**src/hw/rtl/vts_pkg.sv**
```systemverilog
package vts_pkg;

  localparam int unsigned POS_W    = 32;
  localparam int unsigned DIR_W    = 16;
  localparam int unsigned PITCH_W  = 31;
  localparam int unsigned CELL_W   = 8;
  localparam int unsigned PROD_W   = PITCH_W + CELL_W;
  // pitch - (pos - origin - pitch*cell) spans up to 43 signed bits
  localparam int unsigned NUM_W    = 43;
  localparam int unsigned DIST_W   = 32;
  localparam int unsigned IDX_W    = 10;
  localparam int unsigned LIN_W    = 24;
  // grid dimensions run up to 1024
  localparam int unsigned GRID_W   = 11;
  localparam int unsigned ROW_W    = GRID_W + IDX_W;
  localparam int unsigned REM_W    = DIR_W;
  localparam int unsigned FRAC_SH  = 15;
  localparam int unsigned DIV_BITS = 4;
  localparam int unsigned DIV_STGS = DIST_W / DIV_BITS;

  localparam int unsigned CFG_IDX_W = 3;
  localparam int unsigned IN_DATA_W  = 168;
  localparam int unsigned OUT_DATA_W = 96;

  // pipeline stage numbering
  localparam int unsigned ST_DIV0    = 3;
  localparam int unsigned ST_PICK    = ST_DIV0 + DIV_STGS;
  localparam int unsigned ST_ROW     = ST_PICK + 1;
  localparam int unsigned ST_OUT     = ST_ROW + 1;
  localparam int unsigned NUM_STAGES = ST_OUT + 1;

  typedef enum logic [CFG_IDX_W-1:0] {
    REG_ORIGIN_X = 3'd0,
    REG_ORIGIN_Y = 3'd1,
    REG_ORIGIN_Z = 3'd2,
    REG_PITCH_X  = 3'd3,
    REG_PITCH_Y  = 3'd4,
    REG_PITCH_Z  = 3'd5
  } cfg_reg_e;

  typedef enum logic [1:0] {
    AXIS_X = 2'd0,
    AXIS_Y = 2'd1,
    AXIS_Z = 2'd2
  } axis_e;

  // cell indices and direction signs that ride alongside the dividers
  typedef struct packed {
    logic [CELL_W-1:0] cell_i;
    logic [CELL_W-1:0] cell_j;
    logic [CELL_W-1:0] cell_k;
    logic [2:0]        dneg;
  } side_t;

  typedef struct packed {
    logic [DIST_W-1:0] face_dist;
    axis_e             axis;
    logic [IDX_W-1:0]  ni;
    logic [IDX_W-1:0]  nj;
    logic [IDX_W-1:0]  nk;
    logic              leaves;
  } pick_t;

endpackage

```
**src/hw/rtl/vts_axis.sv**
```systemverilog
module vts_axis (
  input  logic                           clk_i,
  input  logic [vts_pkg::ST_PICK-1:0]    adv_i,
  input  logic [vts_pkg::POS_W-1:0]      pos_i,
  input  logic [vts_pkg::DIR_W-1:0]      dir_i,
  input  logic [vts_pkg::CELL_W-1:0]     cell_i,
  input  logic [vts_pkg::POS_W-1:0]      origin_i,
  input  logic [vts_pkg::PITCH_W-1:0]    pitch_i,
  output logic [vts_pkg::DIST_W-1:0]     dist_o
);

  localparam int unsigned NW = vts_pkg::NUM_W;
  localparam int unsigned RW = vts_pkg::REM_W;
  localparam int unsigned QW = vts_pkg::DIST_W;
  localparam int unsigned NS = vts_pkg::DIV_STGS;

  // stage 0
  logic [vts_pkg::PROD_W-1:0] prod_q;
  logic [vts_pkg::POS_W-1:0]  pos_q;
  logic [vts_pkg::DIR_W-1:0]  dir_q;

  always_ff @(posedge clk_i) begin
    if (adv_i[0]) begin
      prod_q <= vts_pkg::PROD_W'(pitch_i) * vts_pkg::PROD_W'(cell_i);
      pos_q  <= pos_i;
      dir_q  <= dir_i;
    end
  end

  // stage 1: numerator and divisor magnitude
  logic [NW-1:0]              negrel;
  logic [NW-1:0]              num_d, num_q;
  logic [vts_pkg::DIR_W-1:0]  absd_d, absd_q;
  logic                       dzero_q;

  always_comb begin
    negrel = {{(NW-vts_pkg::POS_W){origin_i[vts_pkg::POS_W-1]}}, origin_i}
           + NW'(prod_q)
           - {{(NW-vts_pkg::POS_W){pos_q[vts_pkg::POS_W-1]}}, pos_q};
    num_d  = dir_q[vts_pkg::DIR_W-1] ? negrel : (NW'(pitch_i) + negrel);
    absd_d = dir_q[vts_pkg::DIR_W-1] ? (~dir_q + 1'b1) : dir_q;
  end

  always_ff @(posedge clk_i) begin
    if (adv_i[1]) begin
      num_q   <= num_d;
      absd_q  <= absd_d;
      dzero_q <= (dir_q == '0);
    end
  end

  // stage 2: special cases and first remainder; divider stages follow
  logic [RW-1:0]             rem_q  [NS+1];
  logic [QW-1:0]             dq_q   [NS+1];
  logic [vts_pkg::DIR_W-1:0] d_q    [NS+1];
  logic                      zero_q [NS+1];
  logic                      max_q  [NS+1];

  logic          numle0, sat;
  logic [NW-1:0] lim;

  always_comb begin
    numle0 = num_q[NW-1] || (num_q == '0);
    lim    = NW'({absd_q, 17'b0});
    sat    = !num_q[NW-1] && (num_q >= lim);
  end

  always_ff @(posedge clk_i) begin
    if (adv_i[2]) begin
      rem_q[0]  <= num_q[32:17];
      dq_q[0]   <= {num_q[16:0], vts_pkg::FRAC_SH'(0)};
      d_q[0]    <= absd_q;
      zero_q[0] <= numle0 && !dzero_q;
      max_q[0]  <= dzero_q || (!numle0 && sat);
    end
  end

  for (genvar s = 0; s < NS; s++) begin : g_div
    logic [RW-1:0] rem_n;
    logic [QW-1:0] dq_n;

    always_comb begin
      logic [RW:0] r2;
      rem_n = rem_q[s];
      dq_n  = dq_q[s];
      for (int b = 0; b < vts_pkg::DIV_BITS; b++) begin
        r2   = {rem_n, dq_n[QW-1]};
        dq_n = {dq_n[QW-2:0], 1'b0};
        if (r2 >= (RW+1)'(d_q[s])) begin
          rem_n   = RW'(r2 - (RW+1)'(d_q[s]));
          dq_n[0] = 1'b1;
        end else begin
          rem_n = RW'(r2);
        end
      end
    end

    always_ff @(posedge clk_i) begin
      if (adv_i[vts_pkg::ST_DIV0+s]) begin
        rem_q[s+1]  <= rem_n;
        dq_q[s+1]   <= dq_n;
        d_q[s+1]    <= d_q[s];
        zero_q[s+1] <= zero_q[s];
        max_q[s+1]  <= max_q[s];
      end
    end
  end

  assign dist_o = max_q[NS]  ? '1 :
                  zero_q[NS] ? '0 : dq_q[NS];

endmodule

```
**config.mk**
```make
export PLATFORM = sky130hd
export DESIGN_NAME = vts_axis
export DESIGN_NICKNAME = d
export VERILOG_FILES = /design/src/hw/rtl/vts_pkg.sv /design/src/hw/rtl/vts_axis.sv
export SDC_FILE = /design/constraint.sdc
export NUM_CORES = 2
export LEC_CHECK = 0
export BUFFER_PORTS_ARGS = -buffer_cell sky130_fd_sc_hd__buf_2
export CORE_UTILIZATION = 55
export DETAILED_ROUTE_END_ITERATION = 16
export PLACE_DENSITY = 0.74
export SLEW_MARGIN = 20
export SYNTH_ARGS = -nofsm -noshare
export SYNTH_HDL_FRONTEND = slang
export SYNTH_SLANG_ARGS = --single-unit
```
**constraint.sdc**
```tcl
create_clock -name clk_i -period 10.08 [get_ports clk_i]
set_clock_uncertainty 0.15 [all_clocks]
set_input_delay 1.008 -clock clk_i [delete_from_list [all_inputs] [get_ports clk_i]]
set_output_delay 1.008 -clock clk_i [all_outputs]
set_load 0.02 [all_outputs]
```
After elaboration in Yosys (flattened, before gate mapping):

Memories as Yosys holds them, arrays and structs flattened.
Index checks and enable logic that the tools add are counted.

* $add $sub $neg: 36
* multipliers: 1
* order comparisons: 33
* multiplexer cells: 86
* bitwise logic cells: 1
* reduce and logical (&&, ||, !) cells: 10

Operators by type and width (count)
* $ge A17 B16 Y1: 32
* $mux W16: 32
* $sub A16 B16 Y16: 32
* $mux W32: 2
* $mux W1: 50
* $add A32 B42 Y43: 1
* $ge A43 B33 Y1: 1
* $logic_not A43 Y1: 1
* $mux W43: 1
* $sub A41 B32 Y42: 1
* $add A32 B40 Y41: 1
* $mul A31 B8 Y39: 1
* $add A16 B1 Y16 const B: 1
* $logic_not A16 Y1: 1
* $not A16 Y16: 1
* $mux W15: 1
* $logic_and A1 B1 Y1: 3
* $logic_not A1 Y1: 3
* $logic_or A1 B1 Y1: 2

* flip-flop bits (word level): 147
* RAM bits: 594
* input port bits: 131
* output and inout bits: 32
* word-level logic and storage cells: 179
* memories kept: 5

Memory list
* dq_q: words 9, bits a word 32, rd ports 9, clocked after Yosys merged registers in 0, write ports 9, RTL line vts_axis.sv:54 `logic [QW-1:0] dq_q [NS+1];`
* d_q: words 9, bits a word 16, rd ports 8, clocked after Yosys merged registers in 0, write ports 9, RTL line vts_axis.sv:55 `logic [vts_pkg::DIR_W-1:0] d_q [NS+1];`
* rem_q: words 9, bits a word 16, rd ports 8, clocked after Yosys merged registers in 0, write ports 9, RTL line vts_axis.sv:53 `logic [RW-1:0] rem_q [NS+1];`
* max_q: words 9, bits a word 1, rd ports 9, clocked after Yosys merged registers in 0, write ports 9, RTL line vts_axis.sv:57 `logic max_q [NS+1];`
* zero_q: words 9, bits a word 1, rd ports 9, clocked after Yosys merged registers in 0, write ports 9, RTL line vts_axis.sv:56 `logic zero_q [NS+1];`

Depth between registers and ports, before layout:

An unclocked memory read counts as a cell.

* depth in word-level cells: 9
* depth in mapped cells: 52
* gate-level depth less buffers: 46

Worst setup path before layout:

No wires, ideal clock.

* path kind: flip-flop to flip-flop
* from: memory d_q[0][49] (netlist name)
* to: memory rem_q[0][71] (netlist name) (data pin)
* setup time: 0.260 ns
* arrival: 10.392 ns
* required time: 9.670 ns
* path slack: -0.722 ns
* stages on the path, launching flop included: 47
* path buffers: 5
* period minus slack after synthesis: 10.802 ns
* cell sequence: edfxtp_1 -> inv_1 -> ha_1 -> nor2b_1 -> o31ai_1 -> a21oi_1 -> o211ai_1 -> a31oi_1 -> clkbuf_1 -> buf_1 -> mux2_2 -> ha_1 -> nand2_1 -> o21bai_1 -> a21boi_0 -> o21bai_1 -> a21boi_0 -> o21a_1 -> [... 11 more ...] -> a21o_1 -> nand2_1 -> nor3b_2 -> buf_2 -> mux2i_1 -> ha_1 -> nor2b_1 -> o21ai_0 -> a21boi_0 -> o21ai_0 -> a21boi_0 -> o21ai_0 -> a21oi_1 -> a211oi_1 -> o21ai_0 -> a221oi_4 -> buf_2 -> mux2_2

RTL lines (RTL line)
* start, declared: vts_axis.sv:55
* end, declared: vts_axis.sv:53

==> run metrics <==
Core Rows=121; most frequent cells in the layout=inv_1 (637), ha_1 (627), edfxtp_1 (610); Reg2Reg Depth=45; hold slack=0.2539 ns; Max Transition Viols Final=0; Worst Max-Slew Pin Slew=0.9576 ns; Main synth FF type=edfxtp_1; Gate Count Post-Synth=6338; Yosys top cell by area=edfxtp_1; Crit-path slowest cell=edfxtp_1; DRT Wirelength=164200 um; Post-DP Area=64600 um^2; cell count after placement=8049; worst skew pair latency=0.66 ns; Post-synth EDFFs=610; synthesized area=60450 um^2; vias post-DR=49737; Root Driver=clkbuf_16; total track usage=28.94%; DR iter-0 viols=3649; Syn Area/Cell=9.538 um^2; Synth Warn #=0; Netlist cell types=97; vias in the first global route=48685; synthesized net count=7356; PortBufs=162; Crit path top cell by count=buf_4; commonest non-fill, non-tap cell in the layout=inv_1; core area=108900 um^2; class of the most critical setup path=flop to flop; global-route wire length before repair=257500 um; final worst path period need=9.837 ns; die footprint=111200 um^2; initial antenna violation count=3; Slew HR=36.16%; pin count of the biggest net entering global routing=65; Critical Path RT=10.32 ns; # setup viols final=0; io pins=163; post-DR vias/cell=6.038; count of final hold-check violations=0; Critical Path End Type=flop; R2R setup slack=0.24 ns; Max Cap Viol=0; post-route cell area=68180 um^2; DR DRC count=0; Seq/Total Area, Yosys=30.30%; Pre-antenna DRT Iters=6; DR WL/cell=19.93 um; Layout Area Growth over Synthesis=12.78%; GPL Wtd Cong=0.9931; H-tree levels=3; Filler cells=8866; final period utilization=97.59%; setup TNS=0 ns; main area contributors after synthesis=edfxtp_1 (30%), ha_1 (13%), fa_1 (7.8%), mux2_2 (5.0%), xnor2_1 (4.7%); Die H=333.5 um; hold crit path type=flop to flop; startpoint types=flop; DP Wirelength=129200 um; share of cells above drive strength 1=15.84%; Die Span X=333.5 um; Max stage delay on crit path=0.47 ns; Longest Clk Path Bufs=3; share of the synthesized area in the top cell type=30.30%; Post-CTS Hold Fix Bufs=0; CTS sink cnt=610; Final Net Count=7789; Hold Path Origin=dq_q[0][198]; Hold Path Depth=0; ys async rst share=0%; CTS tree=built; Worst-path clk slew=0.06 ns; FF-to-FF End=rem_q[0][50]; post-route ant nets=0; Initial Util=55.54%; Peak Freq=101.7 MHz; status=completed; CP max FO=13; #FFs+latches synth=610; Hold EP=dq_q[0][234]; Arr. time, crit path=10.07 ns; total global routing overflow=0; worst r2r src=d_q[0][35]; Num CTS Buffers=70; post-route insts no fill=8238
how the worst max path moves through the flow:
stage / startpoint / end / slack [ns] / depth (start not counted)
floorplan: d_q[0][81] / rem_q[0][104] / 0.002 / 45
detailed placement: d_q[0][35] / rem_q[0][50] / -0.67 / 41
global placement: d_q[0][35] / rem_q[0][57] / -0.59 / 41
global route: d_q[0][35] / rem_q[0][50] / -0.09 / 46
CTS: d_q[0][35] / rem_q[0][50] / -0.002 / 41
finish: d_q[0][35] / rem_q[0][50] / 0.24 / 45
state kept, by name (all words and copies together), names as in the netlist:
register and flops:
absd_q 16, d_q 128, dir_q 16, dq_q 189, dzero_q 1, max_q 9
num_q 43, pos_q 32, prod_q 39, rem_q 128, zero_q 9
stage by stage:
stage,util (%),setup WS (ns)
3_3_place_gp,59.34,-0.5898
5_1_grt,62.63,-0.09258
2_1_floorplan,-,0.001991
6_report,62.64,0.2431
4_1_cts,61.59,-0.001778
3_5_place_dp,59.34,-0.6716
logic make-up after synthesis:
logic type	count (synthesis)	share of synthesized area (%)
AO/OA/AOI/OAI	1589	17.16
adder cells (fa/ha/maj)	887	21.29
flip-flops	610	30.30
AND/OR/NAND/NOR	1680	13.56
XOR/XNOR	474	6.867
buffers and inverters	779	4.899
multiplexers	319	5.917
routing by layer:
layer  track usage, %  up-vias  share of wire, %
met5                0        -             0.012
met4            10.81        2               3.7
met3            3.564      366               5.9
met2            49.56     1734                48
met1            37.33    23860                42
li1                 -    23775                 -
synthesized netlist by cell type, types with 48 or more instances:
cell and number:
inv_1 658, ha_1 651, edfxtp_1 610, nand2_1 459
a21oi_1 457, nor2_1 392, xnor2_1 322, o21ai_0 297
mux2_2 270, a21o_1 245, fa_1 236, xor2_1 152
and2_1 134, nor3_1 128, nand3_1 112, o21a_1 101
nand4_1 94, nor2b_1 94, clkbuf_1 83, nand2b_1 70
o21bai_1 68, a31oi_1 56, a211oi_1 48
repair_timing:
item	CTS	global route
gates resized for setup	26	192
pin swaps	6	45
endpoints found under the setup margin	54	120
buffers inserted	10	50
cloned	0	4
critical path: cells and delay by family, from the launching register on:
kind / cells / cell delay (ns)
AO/OA/AOI/OAI: 23 / 4.69
adder cells (fa/ha/maj): 4 / 1.12
buffers and inverters: 9 / 1.26
flip-flops: 1 / 0.47
multiplexers: 2 / 0.74
AND/OR/NAND/NOR: 7 / 1.14
area by class of cell:
cell class,instances,area [um^2],share of cell area [%]
timing repair buffer,470,3292,4.828
tap,1414,1769,2.595
inverter,669,2534,3.716
multi-input combinational,4949,39980,58.64
clock buffer,80,1832,2.687
clock inverter,44,445.4,0.6533
sequential,610,18320,26.87
antenna,1,2.502,0.003670
timing repair inverter,1,7.507,0.01101
Power is left out: the tool's default activity adds up to more than one toggle a clock period on the data nets, which glitch-free logic cannot reach.
