--- src/hw/rtl/vts_pkg.sv ---
package vts_pkg;

  localparam int unsigned POS_W    = 32;
  localparam int unsigned DIR_W    = 16;
  localparam int unsigned PITCH_W  = 31;
  localparam int unsigned CELL_W   = 8;
  localparam int unsigned PROD_W   = PITCH_W + CELL_W;
  // pitch - (pos - origin - pitch*cell) spans up to 43 signed bits
  localparam int unsigned NUM_W    = 43;
  localparam int unsigned DIST_W   = 32;
  localparam int unsigned IDX_W    = 10;
  localparam int unsigned LIN_W    = 24;
  // grid dimensions run up to 1024
  localparam int unsigned GRID_W   = 11;
  localparam int unsigned ROW_W    = GRID_W + IDX_W;
  localparam int unsigned REM_W    = DIR_W;
  localparam int unsigned FRAC_SH  = 15;
  localparam int unsigned DIV_BITS = 4;
  localparam int unsigned DIV_STGS = DIST_W / DIV_BITS;

  localparam int unsigned CFG_IDX_W = 3;
  localparam int unsigned IN_DATA_W  = 168;
  localparam int unsigned OUT_DATA_W = 96;

  // pipeline stage numbering
  localparam int unsigned ST_DIV0    = 3;
  localparam int unsigned ST_PICK    = ST_DIV0 + DIV_STGS;
  localparam int unsigned ST_ROW     = ST_PICK + 1;
  localparam int unsigned ST_OUT     = ST_ROW + 1;
  localparam int unsigned NUM_STAGES = ST_OUT + 1;

  typedef enum logic [CFG_IDX_W-1:0] {
    REG_ORIGIN_X = 3'd0,
    REG_ORIGIN_Y = 3'd1,
    REG_ORIGIN_Z = 3'd2,
    REG_PITCH_X  = 3'd3,
    REG_PITCH_Y  = 3'd4,
    REG_PITCH_Z  = 3'd5
  } cfg_reg_e;

  typedef enum logic [1:0] {
    AXIS_X = 2'd0,
    AXIS_Y = 2'd1,
    AXIS_Z = 2'd2
  } axis_e;

  // cell indices and direction signs that ride alongside the dividers
  typedef struct packed {
    logic [CELL_W-1:0] cell_i;
    logic [CELL_W-1:0] cell_j;
    logic [CELL_W-1:0] cell_k;
    logic [2:0]        dneg;
  } side_t;

  typedef struct packed {
    logic [DIST_W-1:0] face_dist;
    axis_e             axis;
    logic [IDX_W-1:0]  ni;
    logic [IDX_W-1:0]  nj;
    logic [IDX_W-1:0]  nk;
    logic              leaves;
  } pick_t;

endpackage

--- src/hw/rtl/vts_pick.sv ---
module vts_pick #(
  parameter int unsigned GRID_X = 256,
  parameter int unsigned GRID_Y = 256,
  parameter int unsigned GRID_Z = 256
) (
  input  logic                        clk_i,
  input  logic [2:0]                  adv_i,
  input  logic [vts_pkg::DIST_W-1:0]  dist_x_i,
  input  logic [vts_pkg::DIST_W-1:0]  dist_y_i,
  input  logic [vts_pkg::DIST_W-1:0]  dist_z_i,
  input  vts_pkg::side_t              side_i,
  output vts_pkg::pick_t              res_o,
  output logic [vts_pkg::LIN_W-1:0]   lin_o
);

  localparam int unsigned IW = vts_pkg::IDX_W;
  localparam int unsigned CW = vts_pkg::GRID_W + 1;

  function automatic logic outside(logic [IW-1:0] idx, logic [CW-1:0] lim);
    logic [CW-1:0] ext;
    ext = {{(CW-IW){idx[IW-1]}}, idx};
    return idx[IW-1] || ($signed(ext) >= $signed(lim));
  endfunction

  vts_pkg::pick_t pick_d, pick_q, row_pick_q;
  logic [IW-1:0]  ci, cj, ck;

  always_comb begin
    ci = IW'(side_i.cell_i);
    cj = IW'(side_i.cell_j);
    ck = IW'(side_i.cell_k);
    pick_d.ni = ci;
    pick_d.nj = cj;
    pick_d.nk = ck;
    if (dist_x_i < dist_y_i && dist_x_i < dist_z_i) begin
      pick_d.axis      = vts_pkg::AXIS_X;
      pick_d.face_dist = dist_x_i;
      pick_d.ni        = side_i.dneg[0] ? ci - 1'b1 : ci + 1'b1;
    end else if (dist_y_i < dist_x_i && dist_y_i < dist_z_i) begin
      pick_d.axis      = vts_pkg::AXIS_Y;
      pick_d.face_dist = dist_y_i;
      pick_d.nj        = side_i.dneg[1] ? cj - 1'b1 : cj + 1'b1;
    end else begin
      pick_d.axis      = vts_pkg::AXIS_Z;
      pick_d.face_dist = dist_z_i;
      pick_d.nk        = side_i.dneg[2] ? ck - 1'b1 : ck + 1'b1;
    end
    pick_d.leaves = outside(pick_d.ni, CW'(GRID_X)) ||
                    outside(pick_d.nj, CW'(GRID_Y)) ||
                    outside(pick_d.nk, CW'(GRID_Z));
  end

  always_ff @(posedge clk_i) begin
    if (adv_i[0]) begin
      pick_q <= pick_d;
    end
  end

  // row offset, then full linear index
  logic [vts_pkg::ROW_W-1:0] row_q;

  always_ff @(posedge clk_i) begin
    if (adv_i[1]) begin
      row_q      <= vts_pkg::ROW_W'(pick_q.nk) * vts_pkg::ROW_W'(GRID_Y)
                  + vts_pkg::ROW_W'(pick_q.nj);
      row_pick_q <= pick_q;
    end
  end

  logic [31:0] lin_full;
  assign lin_full = 32'(row_q) * 32'(GRID_X) + 32'(row_pick_q.ni);

  always_ff @(posedge clk_i) begin
    if (adv_i[2]) begin
      res_o <= row_pick_q;
      lin_o <= row_pick_q.leaves ? '0 : lin_full[vts_pkg::LIN_W-1:0];
    end
  end

endmodule

--- config.mk ---
export PLATFORM = sky130hd
export DESIGN_NAME = vts_pick
export DESIGN_NICKNAME = d
export VERILOG_FILES = /design/src/hw/rtl/vts_pkg.sv /design/src/hw/rtl/vts_pick.sv
export SDC_FILE = /design/constraint.sdc
export NUM_CORES = 1
export LEC_CHECK = 0
export BUFFER_PORTS_ARGS = -buffer_cell sky130_fd_sc_hd__buf_2
export CELL_PAD_IN_SITES_DETAIL_PLACEMENT = 1
export CELL_PAD_IN_SITES_GLOBAL_PLACEMENT = 2
export CORE_ASPECT_RATIO = 1.75
export CORE_MARGIN = 2
export CORE_UTILIZATION = 40
export DETAILED_ROUTE_END_ITERATION = 16
export GPL_TIMING_DRIVEN = 1
export PLACE_DENSITY = 0.91
export SLEW_MARGIN = 20
export SYNTH_ARGS = -nofsm -noshare
export SYNTH_HDL_FRONTEND = slang
export SYNTH_SLANG_ARGS = --single-unit
export TNS_END_PERCENT = 10
--- constraint.sdc ---
create_clock -name clk_i -period 5.5 [get_ports clk_i]
set_input_delay 0.825 -clock clk_i [delete_from_list [all_inputs] [get_ports clk_i]]
set_output_delay 0.825 -clock clk_i [all_outputs]
set_load 0.005 [all_outputs]
; Word level (Yosys, flattened, before mapping)
; Cells that the tools add are included.
; W data, S select, Z words.
[word_totals]
register_bits = 235
inputBits = 127
out_inout_bits = 89
word_cells = 51
[op_classes]
addsub = 8
magnitude_cmp = 7
muxes = 9
n_reduce_logical = 7
[op_table]
columns = cell, n
row1 = $lt A32 B32 Y1, 4
row2 = $mux W34, 2
row3 = $mux W10, 6
row4 = $ge A10 B10 Y1 const B, 3
row5 = $add A8 B1 Y9 const B, 3
row6 = $sub A8 B1 Y9 const B, 3
row7 = $add A24 B10 Y24, 1
row8 = $mux W20, 1
row9 = $add A16 B10 Y16, 1
row10 = $logic_or A1 B1 Y1, 5
row11 = $logic_and A1 B1 Y1, 2

; Logic depth before layout (Yosys ltp)
; Gate-level depths: netlist (run 1).
[depth]
depth_word = 8
depth_mapped = 12
ltp_nobuf = 10

; Worst setup path before layout (run 1)
; OpenSTA, ideal clock, no wires.
[synth_path]
kind = input-to-reg
startpoint = input dist_x_i[19] (netlist name)
endpoint = register pick_q[3] (netlist name), data pin
setup_time_ns = 0.269
arrival_ns = 2.733
required_time_ns = 5.231
setup_slack_ns = 2.499
stages = 11
n_path_buf = 2
path_cell_list = inv_1 > ha_1 > a21oi_1 > o21ai_0 > a221oi_1 > o21ai_0 > a211oi_1 > nand2b_1 > clkbuf_1 > buf_2 > o221ai_2
[synth_rtl]
columns = item, line_no
row1 = start: declaration, vts_pick.sv:8  ; input logic [vts_pkg::DIST_W-1:0] dist_x_i,
row2 = end signal: assignment, vts_pick.sv:55  ; pick_q <= pick_d;
row3 = end: declaration, vts_pick.sv:25  ; vts_pkg::pick_t pick_d, pick_q, row_pick_q;

==> results of run 1 <==
==> through the flow <==
stage               setup slack (ns)  power (uW)  instances  hold slack [ns]
floorplan                       2.50        2560        858            0.400
global placement                1.37        2830       1429            0.401
detailed placement              1.28        2860       1429            0.406
CTS                             1.84        4250       1466            0.416
global route                    1.70        4380       1474            0.425
finish                          1.84        4200       1475            0.415
==> power by group <==
group | internal, uW | switching [uW]
logic | 248 | 380
registers | 2120 | 68.8
clock network | 750 | 632
total | 3120 | 1080
==> how the worst max path moves through the flow <==
| stage | end | slack [ns] | startpoint | depth (start not counted) |
|---|---|---|---|---|
| after floorplan | pick_q[3]$_DFFE_PP_ | 2.50 | dist_x_i[19] | 11 |
| after global placement | pick_q[59]$_DFFE_PP_ | 1.37 | dist_x_i[9] | 11 |
| after detailed placement | pick_q[50]$_DFFE_PP_ | 1.28 | dist_x_i[3] | 10 |
| after CTS | pick_q[50]$_DFFE_PP_ | 1.84 | dist_x_i[3] | 10 |
| after global routing | pick_q[56]$_DFFE_PP_ | 1.70 | dist_z_i[25] | 11 |
| final | pick_q[50]$_DFFE_PP_ | 1.84 | dist_x_i[3] | 10 |
==> placed cells by master, fill, tap and decap left out, types with 4 or more instances in the layout <==
cell / count
or3_1: 6
buf_4: 7
xnor2_1: 20
a21o_1: 5
and2_1: 9
ha_1: 104
a41oi_1: 6
buf_2: 213
inv_1: 89
a21oi_1: 42
nand3_1: 58
or2_2: 5
nand4_1: 27
o21ai_0: 16
a22oi_1: 4
nand2b_1: 4
nor2_1: 31
xor2_1: 16
clkbuf_16: 21
edfxtp_1: 227
clkinv_2: 5
nor3_1: 16
nand2_1: 33
nand3b_1: 4
nor2b_1: 15
clkinvlp_4: 5
diode_2: 9
and3_1: 10
o221ai_2: 38
==> logic make-up (layout without fill, tap and decap cells) <==
family | count (synthesis) | in the layout
flip-flops | 227 | 227
AND/OR/NAND/NOR | 230 | 230
AO/OA/AOI/OAI | 140 | 140
buffers and inverters | 114 | 349
adder cells (fa/ha/maj) | 106 | 106
multiplexers | 5 | 5
other | 0 | 9
XOR/XNOR | 36 | 36
==> critical path, delay by kind of cell <==
family / cells / cell delay, ns
fa+ha+maj: 1 / 0.34
compound gates: 5 / 1.56
buf+inv: 3 / 0.46
mux: 1 / 0.68
==> cell type report <==
cell class | instances | area [um^2]
antenna | 9 | 22.5
clock buffer | 23 | 533
clock inverter | 14 | 104
fill | 3018 | 14500
inverter | 90 | 338
multi-input combinational | 517 | 4160
sequential | 227 | 6820
tap | 373 | 467
timing repair buffer | 222 | 1160
==> synth_stat cells (3+ instances only) <==
cell      instances
mux2i_1           3
nand2_1          33
nand4_1          27
a22oi_1           4
nor2b_1          15
nor4_1            3
o221ai_2         38
xor2_1           16
nor3_1           16
and2_1            9
o31ai_1           3
a41oi_1           6
a21oi_1          42
o21ai_0          16
or2_2             5
buf_6             5
and3_1           10
a221oi_1          3
nand2b_1          5
nand3_1          58
edfxtp_1        227
xnor2_1          20
inv_1            89
or3_1             6
clkbuf_1         13
nor2_1           31
nand3b_1          4
a21o_1            5
buf_2             4
ha_1            104
==> routing by layer <==
| layer | GRT usage [%] | part of all wire [%] |
|---|---|---|
| met1 | 19.6 | 35 |
| met2 | 38.5 | 56 |
| met3 | 2.71 | 3.4 |
| met4 | 13.1 | 5.9 |
| met5 | 0 | 0.017 |
==> sequential cells by signal (all words and copies together) (netlist names) <==
name	flops
pick_q	65
res_o	65
row_pick_q	65
lin_o	24
row_q	8
==> flow_metrics.tcl, run 1 <==
set metrics [dict create \
    start_kind "input pin" \
    synth_edf_count 227 \
    stdcell_area_mm2 0.0136 \
    arrival_ns 3.91 \
    gp_congestion 0.853 \
    clock_sinks 227 \
    setup_viol 0 \
    num-nets-final 1312 \
    fmax_mhz 274 \
    synth.area.mux_share_pct 0.492 \
    antenna_left 0 \
    dp_hpwl_mm 22.8 \
    grt_usage_pct 20.0 \
    grt_pass1_vias 8678 \
    r2r_slack_ns 3.33 \
    synth_flop_cell "edfxtp_1" \
    drv_slew 0 \
    timing.rr.start "row_pick_q[29]$_DFFE_PP_" \
    cts_root_buf "clkbuf_16" \
    grt_max_degree 74 \
    finalCritPeriodShare_pct 66.5 \
    antenna_found_initial 10 \
    synthCells 858 \
    synth_compound_area_share_pct 10.7 \
    synth_area_leader_cell "edfxtp_1" \
    syn-cell-area_mm2 0.0114 \
    insertion_delay_ns 0.51 \
    wl_per_cell_um 20.3 \
    area.growth.synth_to_final_pct 18.9 \
    synth_fa_ha_area_share_pct 11.7 \
    synth_top_family_by_area "adder cells" \
    reg2regPathDepth 7 \
    synth_area_leaders "edfxtp_1 (60%), ha_1 (11%), o221ai_2 (5.0%), inv_1 (2.9%), nand3_1 (2.5%)" \
    cp_slowest_cell "a211oi_4" \
    worstHoldEndpoint "res_o[2]$_DFFE_PP_" \
    die_w_um 132 \
    slowest_delay_ns 0.77 \
    dpl_cell_area_mm2 0.0129 \
    grt.overflow.total 0 \
    power_density_mw_per_mm2 309 \
    synth.distinct_cells 59 \
    status "complete, no violations" \
    synth_top_cell_area_share_pct 59.6 \
    drt_iter0_markers 332 \
    drc 0 \
    syn_avg_cell_area_um2 13.3 \
    h-tree-depth 1 \
    final_core_util_pct 48.5 \
    grt_pass1_wl_mm 46.8 \
    drt_pass1_iterations 4 \
    rows 81 \
    ir_drop_uv 173 \
    clk_pin_slew_worst_paths_ns 0.07 \
    viasPerCell 5.29 \
    leakage_uw 0.00552 \
    rsz0062_at_grt "false" \
    tightest_slew_ns 1.01 \
    hp-start "row_pick_q[2]$_DFFE_PP_" \
    ys_warn_count 0 \
    maxCapViolations 0 \
    coreArea_mm2 0.0281 \
    crit_type "input pin to register" \
    period_minus_slack_ns 3.66 \
    io_pins 216 \
    syn_nets 1091 \
    yosys.area_share.xor_xnor_pct 2.76 \
    cts_max_path_buffers 3 \
    post-cts-setup-buffers 0 \
    worstHoldPathType "register to register" \
    cts_resized 0 \
    synthSimpleGateAreaFrac_pct 10.6 \
    crit_path_cell_trace "buf_2 -> inv_1 -> ha_1 -> a21oi_1 -> o21ai_0 -> a221o_1 -> a211oi_4 -> mux2_4 -> buf_12 -> o221ai_2" \
    whs_path_depth 0 \
    finalClockSkew_ns 0.0110 \
    slew-limit-headroom_pct 32.9 \
    tns_ns 0 \
    cts_buffers 21 \
    synth_seq_area_share_pct 59.6 \
    worst_r2r_endpoint "lin_o[14]$_SDFFCE_PP0P_" \
    initial_core_util_pct 40.8 \
    fp.dieH_um 228 \
    holdBufCountCts 0 \
    layout-drive-gt1-share_pct 27.8 \
    vias 7797 \
    crit_required_ns 5.75 \
    cp_max_fo 27 \
    finalHoldViolations 0 \
    cts_tree "built" \
    die_area_mm2 0.0300 \
    io_buffer_count 215 \
    critPathCaptureType "register" \
    drt_wl_total_mm 30.0 \
    synthArstFlopShare_pct 0 \
    synth_seq_cells 227 \
]
(Power assumes the default switching activity.)
==> run 2, diff against run 1 <==
--- a/config.mk
+++ b/config.mk
@@ -10,10 +10,10 @@
 export CELL_PAD_IN_SITES_GLOBAL_PLACEMENT = 2
 export CORE_ASPECT_RATIO = 1.75
 export CORE_MARGIN = 2
-export CORE_UTILIZATION = 40
+export CORE_UTILIZATION = 34
 export DETAILED_ROUTE_END_ITERATION = 16
 export GPL_TIMING_DRIVEN = 1
-export PLACE_DENSITY = 0.91
+export PLACE_DENSITY = 0.83
 export SLEW_MARGIN = 20
 export SYNTH_ARGS = -nofsm -noshare
 export SYNTH_HDL_FRONTEND = slang
==> constraint.sdc (replaced) <==
create_clock -name clk_i -period 3.1 [get_ports clk_i]
set_input_delay 0.465 -clock clk_i [delete_from_list [all_inputs] [get_ports clk_i]]
set_output_delay 0.465 -clock clk_i [all_outputs]
set_load 0.005 [all_outputs]
==> flow_metrics.tcl, run 2 (synthesis gave the netlist of run 1 again) <==
set metrics [dict create \
    setup_viol 0 \
    insertion_delay_ns 0.52 \
    worst_r2r_endpoint "lin_o[14]$_SDFFCE_PP0P_" \
    antenna_found_initial 4 \
    viasPerCell 5.12 \
    maxCapViolations 0 \
    rows 88 \
    initial_core_util_pct 34.6 \
    crit_required_ns 3.36 \
    drv_slew 0 \
    timing.rr.start "row_pick_q[11]$_DFFE_PP_" \
    fmax_mhz 378 \
    worstHoldPathType "input pin to register" \
    top_regs "pick_q x65, res_o x65, row_pick_q x65" \
    area.growth.synth_to_final_pct 22.3 \
    tightest_slew_ns 1.07 \
    grt_pass1_wl_mm 47.1 \
    wl_per_cell_um 20.2 \
    slew-limit-headroom_pct 28.5 \
    grt_max_degree 74 \
    gr-usage-met3_pct 1.88 \
    drt_wl_total_mm 30.9 \
    dp_hpwl_mm 23.8 \
    cp_max_fo 12 \
    post-cts-setup-buffers 0 \
    layout_common_cells "edfxtp_1 (227), buf_2 (212), ha_1 (104)" \
    r2r_slack_ns 0.89 \
    grt.overflow.total 0 \
    vias 7823 \
    fin_ws_ns 0.453 \
    pre_cts_ws_ns -0.0750 \
    start_kind "input pin" \
    power_uw 7950 \
    dp_cells 1485 \
    power_density_mw_per_mm2 568 \
    crit_type "input pin to register" \
    drc 0 \
    drt_iter0_markers 297 \
    finalCritPeriodShare_pct 85.4 \
    top_usage_layer "met2" \
    hp-start "side_i[18]" \
    fp.dieH_um 247 \
    cts_buffers 23 \
    met1_usage_pct 18.3 \
    io_buffer_count 215 \
    antenna_left 0 \
    num-nets-final 1338 \
    coreArea_mm2 0.0330 \
    leakage_uw 0.00573 \
    arrival_ns 2.91 \
    drt_pass1_iterations 6 \
    layout_commonest_cell "edfxtp_1" \
    cts_tree "built" \
    fill_cells 3506 \
    die_w_um 143 \
    grt_util_met2_pct 35.3 \
    clk_pin_slew_worst_paths_ns 0.06 \
    period_minus_slack_ns 2.65 \
    grt_pass1_vias 8445 \
    cts_max_path_buffers 3 \
    h-tree-depth 1 \
    finalHoldViolations 0 \
    gp_congestion 0.830 \
    stdcell_count 1529 \
    ir_drop_uv 390 \
    holdBufCountCts 0 \
    rsz0062_at_grt "false" \
    layout-drive-gt1-share_pct 29.6 \
    status "complete, no violations" \
    clock_sinks 227 \
    worstHoldEndpoint "pick_q[18]$_DFFE_PP_" \
    reg2regPathDepth 7 \
    cts_resized 0 \
    critPathCaptureType "register" \
    cts_root_buf "clkbuf_16" \
    whs_path_depth 2 \
    die_area_mm2 0.0352 \
    grt_usage_pct 17.6 \
    finalClockSkew_ns 0.0148 \
    io_pins 216 \
]
-- run 2: cell type report --
type	instances	area, um^2	area share, %
diodes	4	10.0	0.0715
clock inverters	16	190	1.36
clock buffers	24	579	4.14
well taps	405	507	3.62
inverters	90	338	2.41
repair buffers	246	1390	9.94
flip-flops and latches	227	6820	48.7
multi-input cells	517	4160	29.8
-- run 2: metrics by stage --
stage | TNS, ns | hold slack, ns | utilization (%) | cell area [um^2]
2_1_floorplan | 0 | 0.400 | - | 11400
3_3_place_gp | 0 | 0.401 | 40.0 | 13200
3_5_place_dp | -0.248 | 0.405 | 40.0 | 13200
4_1_cts | 0 | 0.252 | 42.3 | 14000
5_1_grt | 0 | 0.272 | 42.4 | 14000
6_report | 0 | 0.275 | 42.4 | 14000
-- run 2: worst max path at each step --
| stage | endpoint | slack, ns | from | cells past startpoint |
|---|---|---|---|---|
| floorplan | pick_q[3]$_DFFE_PP_ | 0.46 | dist_x_i[19] | 11 |
| global placement | pick_q[51]$_DFFE_PP_ | 0.02 | dist_z_i[25] | 12 |
| detailed placement | pick_q[26]$_DFFE_PP_ | -0.08 | dist_x_i[27] | 11 |
| CTS | pick_q[26]$_DFFE_PP_ | 0.47 | dist_x_i[30] | 11 |
| global route | pick_q[26]$_DFFE_PP_ | 0.33 | dist_x_i[30] | 11 |
| finish | pick_q[24]$_DFFE_PP_ | 0.45 | dist_x_i[30] | 11 |
-- run 2: routing by layer --
| metal | up-vias | share of wire [%] |
|---|---|---|
| met3 | 47 | 3.4 |
| met4 | 0 | 2.8 |
| li1 | 3762 | - |
| met2 | 181 | 58 |
| met1 | 3833 | 36 |
| met5 | - | 0 |
-- run 2: critical path: stages --
cell	delay, ns
buf_2	0.11
inv_1	0.08
ha_1	0.33
nand4_1	0.16
nor4_2	0.52
and2b_1	0.19
o31a_1	0.18
a211oi_4	0.08
buf_4	0.22
or3_1	0.41
xnor2_1	0.15
-- run 2: report_power, final --
| part | leakage [uW] | internal, uW | switching (uW) | total [uW] |
|---|---|---|---|---|
| registers | 0.00223 | 3770 | 116 | 3880 |
| clock network | 0.000372 | 1690 | 1200 | 2900 |
| logic | 0.00313 | 488 | 684 | 1170 |
| total | 0.00573 | 5950 | 2000 | 7950 |
